**src/a2l_pkg.sv**
```systemverilog
// Package for the start-code to length-prefixed unit converter.
// Holds the address width, the command struct between the front and back ends,
// the register and result-kind codes, and the header length clamp. No dependencies.
`default_nettype none
package a2l_pkg;

  localparam int AddrBits    = 32;
  localparam int FifoDepth   = 4;
  localparam int FifoPtrBits = $clog2(FifoDepth);
  localparam int FifoCntBits = $clog2(FifoDepth + 1);

  localparam int CfgIdxBits  = 1;
  localparam int CfgDataBits = 4;

  localparam logic [CfgIdxBits-1:0] CFG_LENGTH_BYTES    = 1'd0;
  localparam logic [CfgIdxBits-1:0] CFG_STRIP_EMULATION = 1'd1;

  localparam logic [1:0] KIND_PAYLOAD = 2'd0;
  localparam logic [1:0] KIND_HEADER  = 2'd1;
  localparam logic [1:0] KIND_DESC    = 2'd2;

  localparam logic [7:0] SC_LAST   = 8'h01;
  localparam logic [7:0] ZERO_BYTE = 8'h00;
  localparam logic [7:0] EPB_BYTE  = 8'h03;

  typedef logic [AddrBits-1:0] addr_t;

  typedef struct packed {
    logic [3:0] length_bytes;
    logic       strip_emulation;
  } cfg_t;

  // One input's worth of work: zero writes, an optional byte write, an optional close.
  typedef struct packed {
    addr_t       pay_addr;
    logic [2:0]  zeros;
    logic        byte_vld;
    logic [7:0]  data;
    logic        close;
    addr_t       hdr_addr;
    logic [3:0]  hdr_len;
    logic [31:0] size;
  } cmd_t;

  function automatic logic [3:0] clamp_len(input logic [3:0] l);
    logic [3:0] r;
    r = l;
    if (l == 4'd0) r = 4'd1;
    if (l > 4'd8) r = 4'd8;
    return r;
  endfunction

endpackage
`default_nettype wire

```
**src/a2l_front.sv**
```systemverilog
// Front end: scans stream bytes for start codes, tracks held zeros, addresses
// and sizes, and pushes one command per byte that causes any write.
// Depends on a2l_pkg.
`default_nettype none
module a2l_front (
  input  wire              clk_i,
  input  wire              rst_ni,
  input  a2l_pkg::cfg_t    cfg_i,
  input  wire              in_vld_i,
  input  wire  [7:0]       in_byte_i,
  input  wire              in_end_i,
  output logic             push_o,
  output a2l_pkg::cmd_t    cmd_o
);
  import a2l_pkg::*;

  logic [1:0]  la_cnt_q, la_cnt_d;
  logic [1:0]  zero_run_q, zero_run_d;
  logic        inside_q, inside_d;
  addr_t       hdr_addr_q, hdr_addr_d;
  addr_t       next_addr_q, next_addr_d;
  logic [31:0] pay_cnt_q, pay_cnt_d;
  logic [3:0]  unit_len_q, unit_len_d;

  logic       is_sc, is_zero, is_other;
  logic [1:0] la_after;
  logic [2:0] base_z, z;
  logic [1:0] zr_z;
  logic       strip_hit, bv, close, open;
  logic [3:0] len_eff;
  logic [2:0] adv;

  always_comb begin
    is_sc    = (in_byte_i == SC_LAST) && (la_cnt_q >= 2'd2);
    is_zero  = !is_sc && (in_byte_i == ZERO_BYTE);
    is_other = !is_sc && !is_zero;
    len_eff  = clamp_len(cfg_i.length_bytes);

    la_after = 2'd0;
    base_z   = 3'd0;
    if (is_zero) begin
      if (la_cnt_q == 2'd3) begin
        la_after = 2'd3;
        base_z   = 3'd1;
      end else begin
        la_after = la_cnt_q + 2'd1;
      end
    end else if (is_other) begin
      base_z = {1'b0, la_cnt_q};
    end

    z = 3'd0;
    if (inside_q) begin
      z = base_z + (in_end_i ? {1'b0, la_after} : 3'd0);
    end

    if (z == 3'd0) begin
      zr_z = zero_run_q;
    end else if (z == 3'd1) begin
      zr_z = (zero_run_q == 2'd0) ? 2'd1 : 2'd2;
    end else begin
      zr_z = 2'd2;
    end

    strip_hit = cfg_i.strip_emulation && (zr_z == 2'd2) && (in_byte_i == EPB_BYTE);
    bv        = inside_q && is_other && !strip_hit;
    close     = inside_q && (is_sc || in_end_i);
    open      = is_sc && !in_end_i;
    adv       = z + {2'b00, bv};

    la_cnt_d    = la_after;
    zero_run_d  = (is_other && inside_q) ? 2'd0 : zr_z;
    inside_d    = inside_q;
    hdr_addr_d  = hdr_addr_q;
    next_addr_d = next_addr_q + addr_t'(adv);
    pay_cnt_d   = pay_cnt_q + 32'(adv);
    unit_len_d  = unit_len_q;

    if (is_sc) begin
      inside_d = 1'b0;
    end
    if (open) begin
      unit_len_d  = len_eff;
      hdr_addr_d  = next_addr_q;
      next_addr_d = next_addr_q + addr_t'(len_eff);
      pay_cnt_d   = 32'd0;
      zero_run_d  = 2'd0;
      inside_d    = 1'b1;
    end
    if (in_end_i) begin
      la_cnt_d    = 2'd0;
      zero_run_d  = 2'd0;
      inside_d    = 1'b0;
      hdr_addr_d  = '0;
      next_addr_d = '0;
      pay_cnt_d   = 32'd0;
    end

    cmd_o.pay_addr = next_addr_q;
    cmd_o.zeros    = z;
    cmd_o.byte_vld = bv;
    cmd_o.data     = in_byte_i;
    cmd_o.close    = close;
    cmd_o.hdr_addr = hdr_addr_q;
    cmd_o.hdr_len  = unit_len_q;
    cmd_o.size     = pay_cnt_q + 32'(adv);

    push_o = in_vld_i && ((z != 3'd0) || bv || close);
  end

  always_ff @(posedge clk_i or negedge rst_ni) begin
    if (!rst_ni) begin
      la_cnt_q    <= 2'd0;
      zero_run_q  <= 2'd0;
      inside_q    <= 1'b0;
      hdr_addr_q  <= '0;
      next_addr_q <= '0;
      pay_cnt_q   <= 32'd0;
      unit_len_q  <= 4'd4;
    end else if (in_vld_i) begin
      la_cnt_q    <= la_cnt_d;
      zero_run_q  <= zero_run_d;
      inside_q    <= inside_d;
      hdr_addr_q  <= hdr_addr_d;
      next_addr_q <= next_addr_d;
      pay_cnt_q   <= pay_cnt_d;
      unit_len_q  <= unit_len_d;
    end
  end

endmodule
`default_nettype wire

```
**src/a2l_fifo.sv**
```systemverilog
// Command queue between the front and back ends, a few entries of flops.
// Depends on a2l_pkg.
`default_nettype none
module a2l_fifo (
  input  wire              clk_i,
  input  wire              rst_ni,
  input  wire              push_i,
  input  a2l_pkg::cmd_t    cmd_i,
  input  wire              pop_i,
  output a2l_pkg::cmd_t    cmd_o,
  output logic             full_o,
  output logic             empty_o
);
  import a2l_pkg::*;

  cmd_t                   mem_q [FifoDepth];
  logic [FifoPtrBits-1:0] wr_ptr_q, rd_ptr_q;
  logic [FifoCntBits-1:0] cnt_q;
  logic                   do_push, do_pop;

  assign full_o  = (cnt_q == FifoCntBits'(FifoDepth));
  assign empty_o = (cnt_q == '0);
  assign cmd_o   = mem_q[rd_ptr_q];
  assign do_push = push_i && !full_o;
  assign do_pop  = pop_i && !empty_o;

  always_ff @(posedge clk_i) begin
    if (do_push) begin
      mem_q[wr_ptr_q] <= cmd_i;
    end
  end

  always_ff @(posedge clk_i or negedge rst_ni) begin
    if (!rst_ni) begin
      wr_ptr_q <= '0;
      rd_ptr_q <= '0;
      cnt_q    <= '0;
    end else begin
      if (do_push) wr_ptr_q <= wr_ptr_q + FifoPtrBits'(1);
      if (do_pop)  rd_ptr_q <= rd_ptr_q + FifoPtrBits'(1);
      if (do_push && !do_pop) begin
        cnt_q <= cnt_q + FifoCntBits'(1);
      end else if (do_pop && !do_push) begin
        cnt_q <= cnt_q - FifoCntBits'(1);
      end
    end
  end

endmodule
`default_nettype wire

```
**src/a2l_back.sv**
```systemverilog
// Back end: expands each queued command into payload, header and descriptor
// beats, one per cycle unless stalled, to an output register. Uses a2l_pkg.
`default_nettype none
module a2l_back (
  input  wire              clk_i,
  input  wire              rst_ni,
  input  a2l_pkg::cmd_t    cmd_i,
  input  wire              cmd_vld_i,
  output logic             pop_o,
  output logic             out_vld_o,
  input  wire              out_rdy_i,
  output logic [1:0]       kind_o,
  output logic [31:0]      write_addr_o,
  output logic [7:0]       write_byte_o,
  output logic [31:0]      unit_location_o,
  output logic [31:0]      unit_size_o,
  output logic             last_o
);
  import a2l_pkg::*;

  logic [3:0]  idx_q, idx_d;
  logic        vld_q;
  logic [1:0]  kind_q, kind_d;
  logic [31:0] addr_q, addr_d;
  logic [7:0]  byte_q, byte_d;
  logic [31:0] loc_q, loc_d;
  logic [31:0] size_q, size_d;
  logic        last_q, last_d;

  logic [3:0] zc, pe, total, j;
  logic [2:0] k;
  logic       load;

  always_comb begin
    zc    = {1'b0, cmd_i.zeros};
    pe    = zc + {3'b000, cmd_i.byte_vld};
    total = pe + (cmd_i.close ? cmd_i.hdr_len + 4'd1 : 4'd0);
    j     = idx_q - pe;
    k     = 3'(cmd_i.hdr_len - 4'd1 - j);
    load  = cmd_vld_i && (!vld_q || out_rdy_i);

    kind_d = KIND_PAYLOAD;
    addr_d = 32'd0;
    byte_d = 8'd0;
    loc_d  = 32'd0;
    size_d = 32'd0;
    if (idx_q < zc) begin
      addr_d = 32'(cmd_i.pay_addr + addr_t'(idx_q));
    end else if (idx_q < pe) begin
      addr_d = 32'(cmd_i.pay_addr + addr_t'(zc));
      byte_d = cmd_i.data;
    end else if (j < cmd_i.hdr_len) begin
      kind_d = KIND_HEADER;
      addr_d = 32'(cmd_i.hdr_addr + addr_t'(j));
      case (k)
        3'd0:    byte_d = cmd_i.size[7:0];
        3'd1:    byte_d = cmd_i.size[15:8];
        3'd2:    byte_d = cmd_i.size[23:16];
        3'd3:    byte_d = cmd_i.size[31:24];
        default: byte_d = 8'd0;
      endcase
    end else begin
      kind_d = KIND_DESC;
      loc_d  = 32'(cmd_i.hdr_addr + addr_t'(cmd_i.hdr_len));
      size_d = cmd_i.size;
    end
    last_d = (idx_q == total - 4'd1);
    pop_o  = load && last_d;
    idx_d  = pop_o ? 4'd0 : idx_q + 4'd1;
  end

  always_ff @(posedge clk_i or negedge rst_ni) begin
    if (!rst_ni) begin
      idx_q <= 4'd0;
      vld_q <= 1'b0;
    end else begin
      if (load) begin
        idx_q <= idx_d;
        vld_q <= 1'b1;
      end else if (out_rdy_i) begin
        vld_q <= 1'b0;
      end
    end
  end

  always_ff @(posedge clk_i) begin
    if (load) begin
      kind_q <= kind_d;
      addr_q <= addr_d;
      byte_q <= byte_d;
      loc_q  <= loc_d;
      size_q <= size_d;
      last_q <= last_d;
    end
  end

  assign out_vld_o       = vld_q;
  assign kind_o          = kind_q;
  assign write_addr_o    = addr_q;
  assign write_byte_o    = byte_q;
  assign unit_location_o = loc_q;
  assign unit_size_o     = size_q;
  assign last_o          = last_q;

endmodule
`default_nettype wire

```
**src/annexb_to_length_prefixed_nal.sv**
```systemverilog
// Top level of the start-code to length-prefixed unit converter.
// Instantiates a2l_front, a2l_fifo and a2l_back; depends on a2l_pkg.
//
// Takes one stream byte per beat and accepts a new byte every cycle while the
// four-entry command queue has room. Each byte that causes writes becomes one
// queued command; the back end sends one result beat per cycle unless stalled.
// A byte yields one result for a plain payload byte, up to four when held zeros
// are released, and clamp_len(length_bytes)+1 more when a unit closes (at most 13).
// The result sequencer in the back end sets the sustained rate; the queue absorbs
// the burst at each unit close. No clearing pass follows reset.
`default_nettype none
module annexb_to_length_prefixed_nal (
  input  wire                            clk_i,
  input  wire                            rst_ni,
  input  wire                            cfg_we_i,
  input  wire  [a2l_pkg::CfgIdxBits-1:0] cfg_idx_i,
  input  wire  [a2l_pkg::CfgDataBits-1:0] cfg_data_i,
  input  wire                            s_axis_tvalid,
  output logic                           s_axis_tready,
  input  wire  [7:0]                     s_axis_tdata,  // in_byte
  input  wire                            s_axis_tlast,  // stream_end
  output logic                           m_axis_tvalid,
  input  wire                            m_axis_tready,
  // write_addr[31:0], write_byte[39:32], unit_location[71:40], unit_size[103:72]
  output logic [103:0]                   m_axis_tdata,
  output logic [1:0]                     m_axis_tuser,  // kind
  output logic                           m_axis_tlast   // last_of_run
);
  import a2l_pkg::*;

  cfg_t        cfg_q;
  logic        acc;
  logic        push, pop, full, empty;
  cmd_t        cmd_in, cmd_out;
  logic [1:0]  kind;
  logic [31:0] waddr, loc, size;
  logic [7:0]  wbyte;

  always_ff @(posedge clk_i or negedge rst_ni) begin
    if (!rst_ni) begin
      cfg_q.length_bytes    <= 4'd4;
      cfg_q.strip_emulation <= 1'b1;
    end else if (cfg_we_i) begin
      case (cfg_idx_i)
        CFG_LENGTH_BYTES:    cfg_q.length_bytes    <= cfg_data_i[3:0];
        CFG_STRIP_EMULATION: cfg_q.strip_emulation <= cfg_data_i[0];
        default:             cfg_q <= cfg_q;
      endcase
    end
  end

  assign s_axis_tready = !full;
  assign acc           = s_axis_tvalid && !full;

  a2l_front u_front (
    .clk_i     (clk_i),
    .rst_ni    (rst_ni),
    .cfg_i     (cfg_q),
    .in_vld_i  (acc),
    .in_byte_i (s_axis_tdata),
    .in_end_i  (s_axis_tlast),
    .push_o    (push),
    .cmd_o     (cmd_in)
  );

  a2l_fifo u_fifo (
    .clk_i   (clk_i),
    .rst_ni  (rst_ni),
    .push_i  (push),
    .cmd_i   (cmd_in),
    .pop_i   (pop),
    .cmd_o   (cmd_out),
    .full_o  (full),
    .empty_o (empty)
  );

  a2l_back u_back (
    .clk_i           (clk_i),
    .rst_ni          (rst_ni),
    .cmd_i           (cmd_out),
    .cmd_vld_i       (!empty),
    .pop_o           (pop),
    .out_vld_o       (m_axis_tvalid),
    .out_rdy_i       (m_axis_tready),
    .kind_o          (kind),
    .write_addr_o    (waddr),
    .write_byte_o    (wbyte),
    .unit_location_o (loc),
    .unit_size_o     (size),
    .last_o          (m_axis_tlast)
  );

  assign m_axis_tdata = {size, loc, wbyte, waddr};
  assign m_axis_tuser = kind;

endmodule
`default_nettype wire
```
**config.mk**
```make
export PLATFORM = sky130hd
export DESIGN_NAME = annexb_to_length_prefixed_nal
export DESIGN_NICKNAME = d
export VERILOG_FILES = /design/src/a2l_pkg.sv /design/src/a2l_front.sv /design/src/a2l_fifo.sv /design/src/a2l_back.sv /design/src/annexb_to_length_prefixed_nal.sv
export SDC_FILE = /design/constraint.sdc
export NUM_CORES = 1
export LEC_CHECK = 0
export BUFFER_PORTS_ARGS = -buffer_cell sky130_fd_sc_hd__buf_4
export CAP_MARGIN = 20
export CORE_AREA = 4 4 271 193
export DETAILED_ROUTE_END_ITERATION = 7
export DIE_AREA = 0 0 275 197
export MAX_ROUTING_LAYER = met4
export PLACE_DENSITY = 0.89
export SETUP_SLACK_MARGIN = 0.15
export SKIP_LAST_GASP = 1
export SYNTH_ARGS = -nofsm -noshare
export SYNTH_HDL_FRONTEND = slang
export SYNTH_HIERARCHICAL = 1
export SYNTH_SLANG_ARGS = --single-unit
```
**constraint.sdc**
```tcl
create_clock -name clk_i -period 10.15 [get_ports clk_i]
set_clock_uncertainty 0.2 [all_clocks]
set_input_delay 1.015 -clock clk_i [delete_from_list [all_inputs] [get_ports clk_i]]
set_output_delay 1.015 -clock clk_i [all_outputs]
set_load 0.05 [all_outputs]
```
==> run_results.csv <==
group,metric,value,unit
status,outcome,"completed",
routing,viasPerCell,7.20,
logic_synthesis,ys_seq_elements,681,
logic_synthesis,synth_top_cells_by_area,"edfxtp_1, dfrtp_1, mux4_2",
sta,fin_crit_sh,69.0,%
placed_design,pre_cts_slack,2.71,ns
die,die_y,197,um
logic_synthesis,synth_ff_type,"edfxtp_1",
routing,first_iter_violations,4201,
finish,syn2layout_area_growth,12.0,%
global_route,grt_pass1_wl,129000,um
die,rows,68,
logic_synthesis,synthArstFlopShare,17.9,%
sta,setup_tns,0,ns
die,core_area,49300,um2
sta,setup_viol_count_final,0,
routing,dr.pass1.iters,6,
sta,grt_setup_unrepaired,"false",
clock_tree,cts_num_sinks,681,
clock_tree,cts_tree,"done",
global_route,antenna_found_initial,5,
finish,final_common_cell,"edfxtp_1",
hold_path,hp-class,"reg2reg",
clock_tree,clkLatencyLatePin,0.65,ns
critical_path,end_kind,"register",
finish,nets,2218,
clock_tree,cts-root-buf,"clkbuf_16",
placed_design,globalplace.congestion,0.919,
global_route,grt_overflow_total,0,
critical_path,cp_max_fo,9,
run,cap_violations,0,
power_and_ir_drop,ir_drop,0.231,mV
power_and_ir_drop,p_comb_share,40.5,%
finish,final-seq-area,19900,um2
finish,fill_cells,2915,
routing,wl_per_cell,30.8,um
clock_tree,holdBufCountCts,0,
clock_tree,cts_setup_buffers,0,
logic_synthesis,ys_seq_area_share,64.9,%
sta,fmax,0.143,GHz
logic_synthesis,synth_area_per_cell,15.0,um2
finish,final_cell_mix,"edfxtp_1, buf_4, dfrtp_1, nor2_1, mux4_2",
logic_synthesis,synth_cell_types,97,
logic_synthesis,synth_edf_count,559,
routing,postRouteAntennaNets,0,
global_route,grt_pass1_vias,19700,
clock_tree,cts_resized,0,
power_and_ir_drop,pwr-share-seq,34.6,%
logic_synthesis,ys_warn_count,6,
clock_tree,htreeDepth,2,
die,start_util,62.0,%
routing,wl,88100,um
clock_tree,clk_transition_reported_paths,0.07,ns
clock_tree,cts_inserted_buffers,60,
logic_synthesis,syn-num-nets,2114,
power_and_ir_drop,switching_share,40.1,%
logic_synthesis,netlist.area_leader.share,54.9,%
logic_synthesis,syn_inst,2040,
routing,vias,20600,
die,die_w,275,um
critical_path,startpoint_type,"input port",
finish,multi_input_area,9990,um2
global_route,grt.total_usage,32.8,%
placed_design,port_buffers,127,
sta,hold_viol_final,0,
routing,drc,0,
critical_path,worstSetupPathType,"in2reg",
power_and_ir_drop,p_switching,4.07,mW
power_and_ir_drop,finalPower,10.2,mW
finish,utilization,69.4,%
power_and_ir_drop,power.density,297,nW/um2
sta,drv_slew,0,
sta,setup_ws,3.14,ns
sta,worst_slew_pin_slew,1.12,ns
logic_synthesis,synthesis.area,30600,um2
sta,period_needed,7.01,ns
clock_tree,cts_max_path_buffers,3,
die,ioPinCount,128,
placed_design,dpl.hpwl,52500,um
sta,slew-limit-headroom,25.6,%
power_and_ir_drop,p_leak,12.5,nW
critical_path,cp.arrival,7.20,ns
finish,drive_gt1_share,19.2,%
logic_synthesis,synth_area_leader_cell,"edfxtp_1",
die,die-area,54200,um2
global_route,grt_start_max_net_pins,87,
power_and_ir_drop,clkPwrFrac,24.8,%
critical_path,cp.required,10.34,ns
power_and_ir_drop,p_int,6.08,mW
[registers in the layout (all words and copies together), names as in the netlist, 5 cells and up]
register and flops:
u_fifo/mem_q 452, u_back/unit_location_o 32, u_back/unit_size_o 32, u_back/write_addr_o 32, u_front/hdr_addr_q 32, u_front/next_addr_q 32, u_front/pay_cnt_q 32, u_back/write_byte_o 8
cfg_q 5
[kinds of logic (layout without fill, tap and decap cells)]
logic type,Yosys count,after routing,share of synthesized area [%]
DFF,681,681,64.9
and+or+nand+nor,531,531,9.27
AOI/OAI and AO/OA,338,338,7.69
buffers and inverters,161,317,2.48
muxes,143,143,9.38
xor gates and xnor gates,130,130,3.75
adders and majority gates,56,56,2.53
other,0,4,0
[worst max-delay path: stages]
cell     delay [ns]
buf_4          0.18
nor3_1         0.56
nand2_1        0.29
nor2_1         0.18
and3_1         0.17
ha_1           0.14
inv_1          0.04
fa_1           0.53
nand2_1        0.09
a21o_1         0.17
a21o_1         0.19
a31oi_1        0.56
ha_1           0.31
ha_1           0.22
xor2_1         0.13
ha_1           0.46
a21oi_1        0.31
nor4b_4        0.81
and4_1         0.41
xor2_1         0.40
[per-layer routing]
| metal | global-route usage (%) | vias to the layer above | routed length (um) |
|---|---|---|---|
| li1 | - | 8142 | - |
| met1 | 46.7 | 10000 | 32100 |
| met2 | 46.4 | 2085 | 38600 |
| met3 | 10.4 | 361 | 14000 |
| met4 | 9.21 | 0 | 3340 |
| met5 | - | - | 0 |
[final cells by class]
class	count	share of cell area, %
clock inverters	44	1.64
well taps	665	2.43
diodes	4	0.0292
clock buffers	70	4.67
flip-flops and latches	681	58.0
inverters	50	0.556
repair buffers	153	3.50
multi-input cells	1198	29.2
[stage by stage]
| stage | hold WS [ns] | cell area [um2] | instances |
|---|---|---|---|
| after floorplan | 0.245 | 30600 | 2040 |
| after global placement | 0.260 | 32000 | 2744 |
| after detailed placement | 0.284 | 32000 | 2744 |
| after CTS | 0.301 | 34200 | 2858 |
| after global routing | 0.318 | 34200 | 2865 |
| final | 0.304 | 34200 | 2865 |
[path summary, 6_finish.rpt]
| path | start | end | slack (ns) | cells past startpoint |
|---|---|---|---|---|
| setup / recovery | s_axis_tdata[1] | u_fifo/mem_q[0][24] | 3.14 | 20 |
| hold / removal | u_fifo/cnt_q[2] | u_fifo/cnt_q[2] | 0.30 | 1 |
| setup reg to reg | u_fifo/rd_ptr_q[0] | u_fifo/cnt_q[2] | 3.79 | 19 |
| hold reg to reg | u_fifo/cnt_q[2] | u_fifo/cnt_q[2] | 0.30 | 1 |
| max in group asynchronous | rst_ni | u_fifo/rd_ptr_q[0] | 7.95 | 2 |
| min in group asynchronous | rst_ni | u_front/pay_cnt_q[17] | 0.33 | 1 |
[power groups by stage]
stage	clock (mW)	sequential, mW	combinational, mW
2_1_floorplan	0	4.15	2.18
3_3_place_gp	0	3.55	3.84
3_5_place_dp	0	3.56	3.92
4_1_cts	2.51	3.52	3.99
5_1_grt	2.66	3.54	4.30
6_report	2.52	3.52	4.12
[synth_stat cells (16+ instances only)]
| cell | count |
|---|---|
| a31oi_1 | 22 |
| a21oi_1 | 50 |
| inv_1 | 49 |
| buf_2 | 28 |
| nand3_1 | 50 |
| ha_1 | 45 |
| o22ai_1 | 23 |
| nor2_1 | 114 |
| nor3_1 | 33 |
| mux4_2 | 113 |
| xor2_1 | 64 |
| and2_1 | 52 |
| nor2b_1 | 17 |
| nand2_1 | 109 |
| a22o_1 | 45 |
| and3_1 | 20 |
| o21ai_0 | 61 |
| clkbuf_1 | 47 |
| nor4_1 | 16 |
| mux2i_1 | 17 |
| edfxtp_1 | 559 |
| o21ai_1 | 20 |
| dfrtp_1 | 119 |
| nand4_1 | 44 |
| xnor2_1 | 65 |
Note: power is estimated with default switching activity, not from simulation.
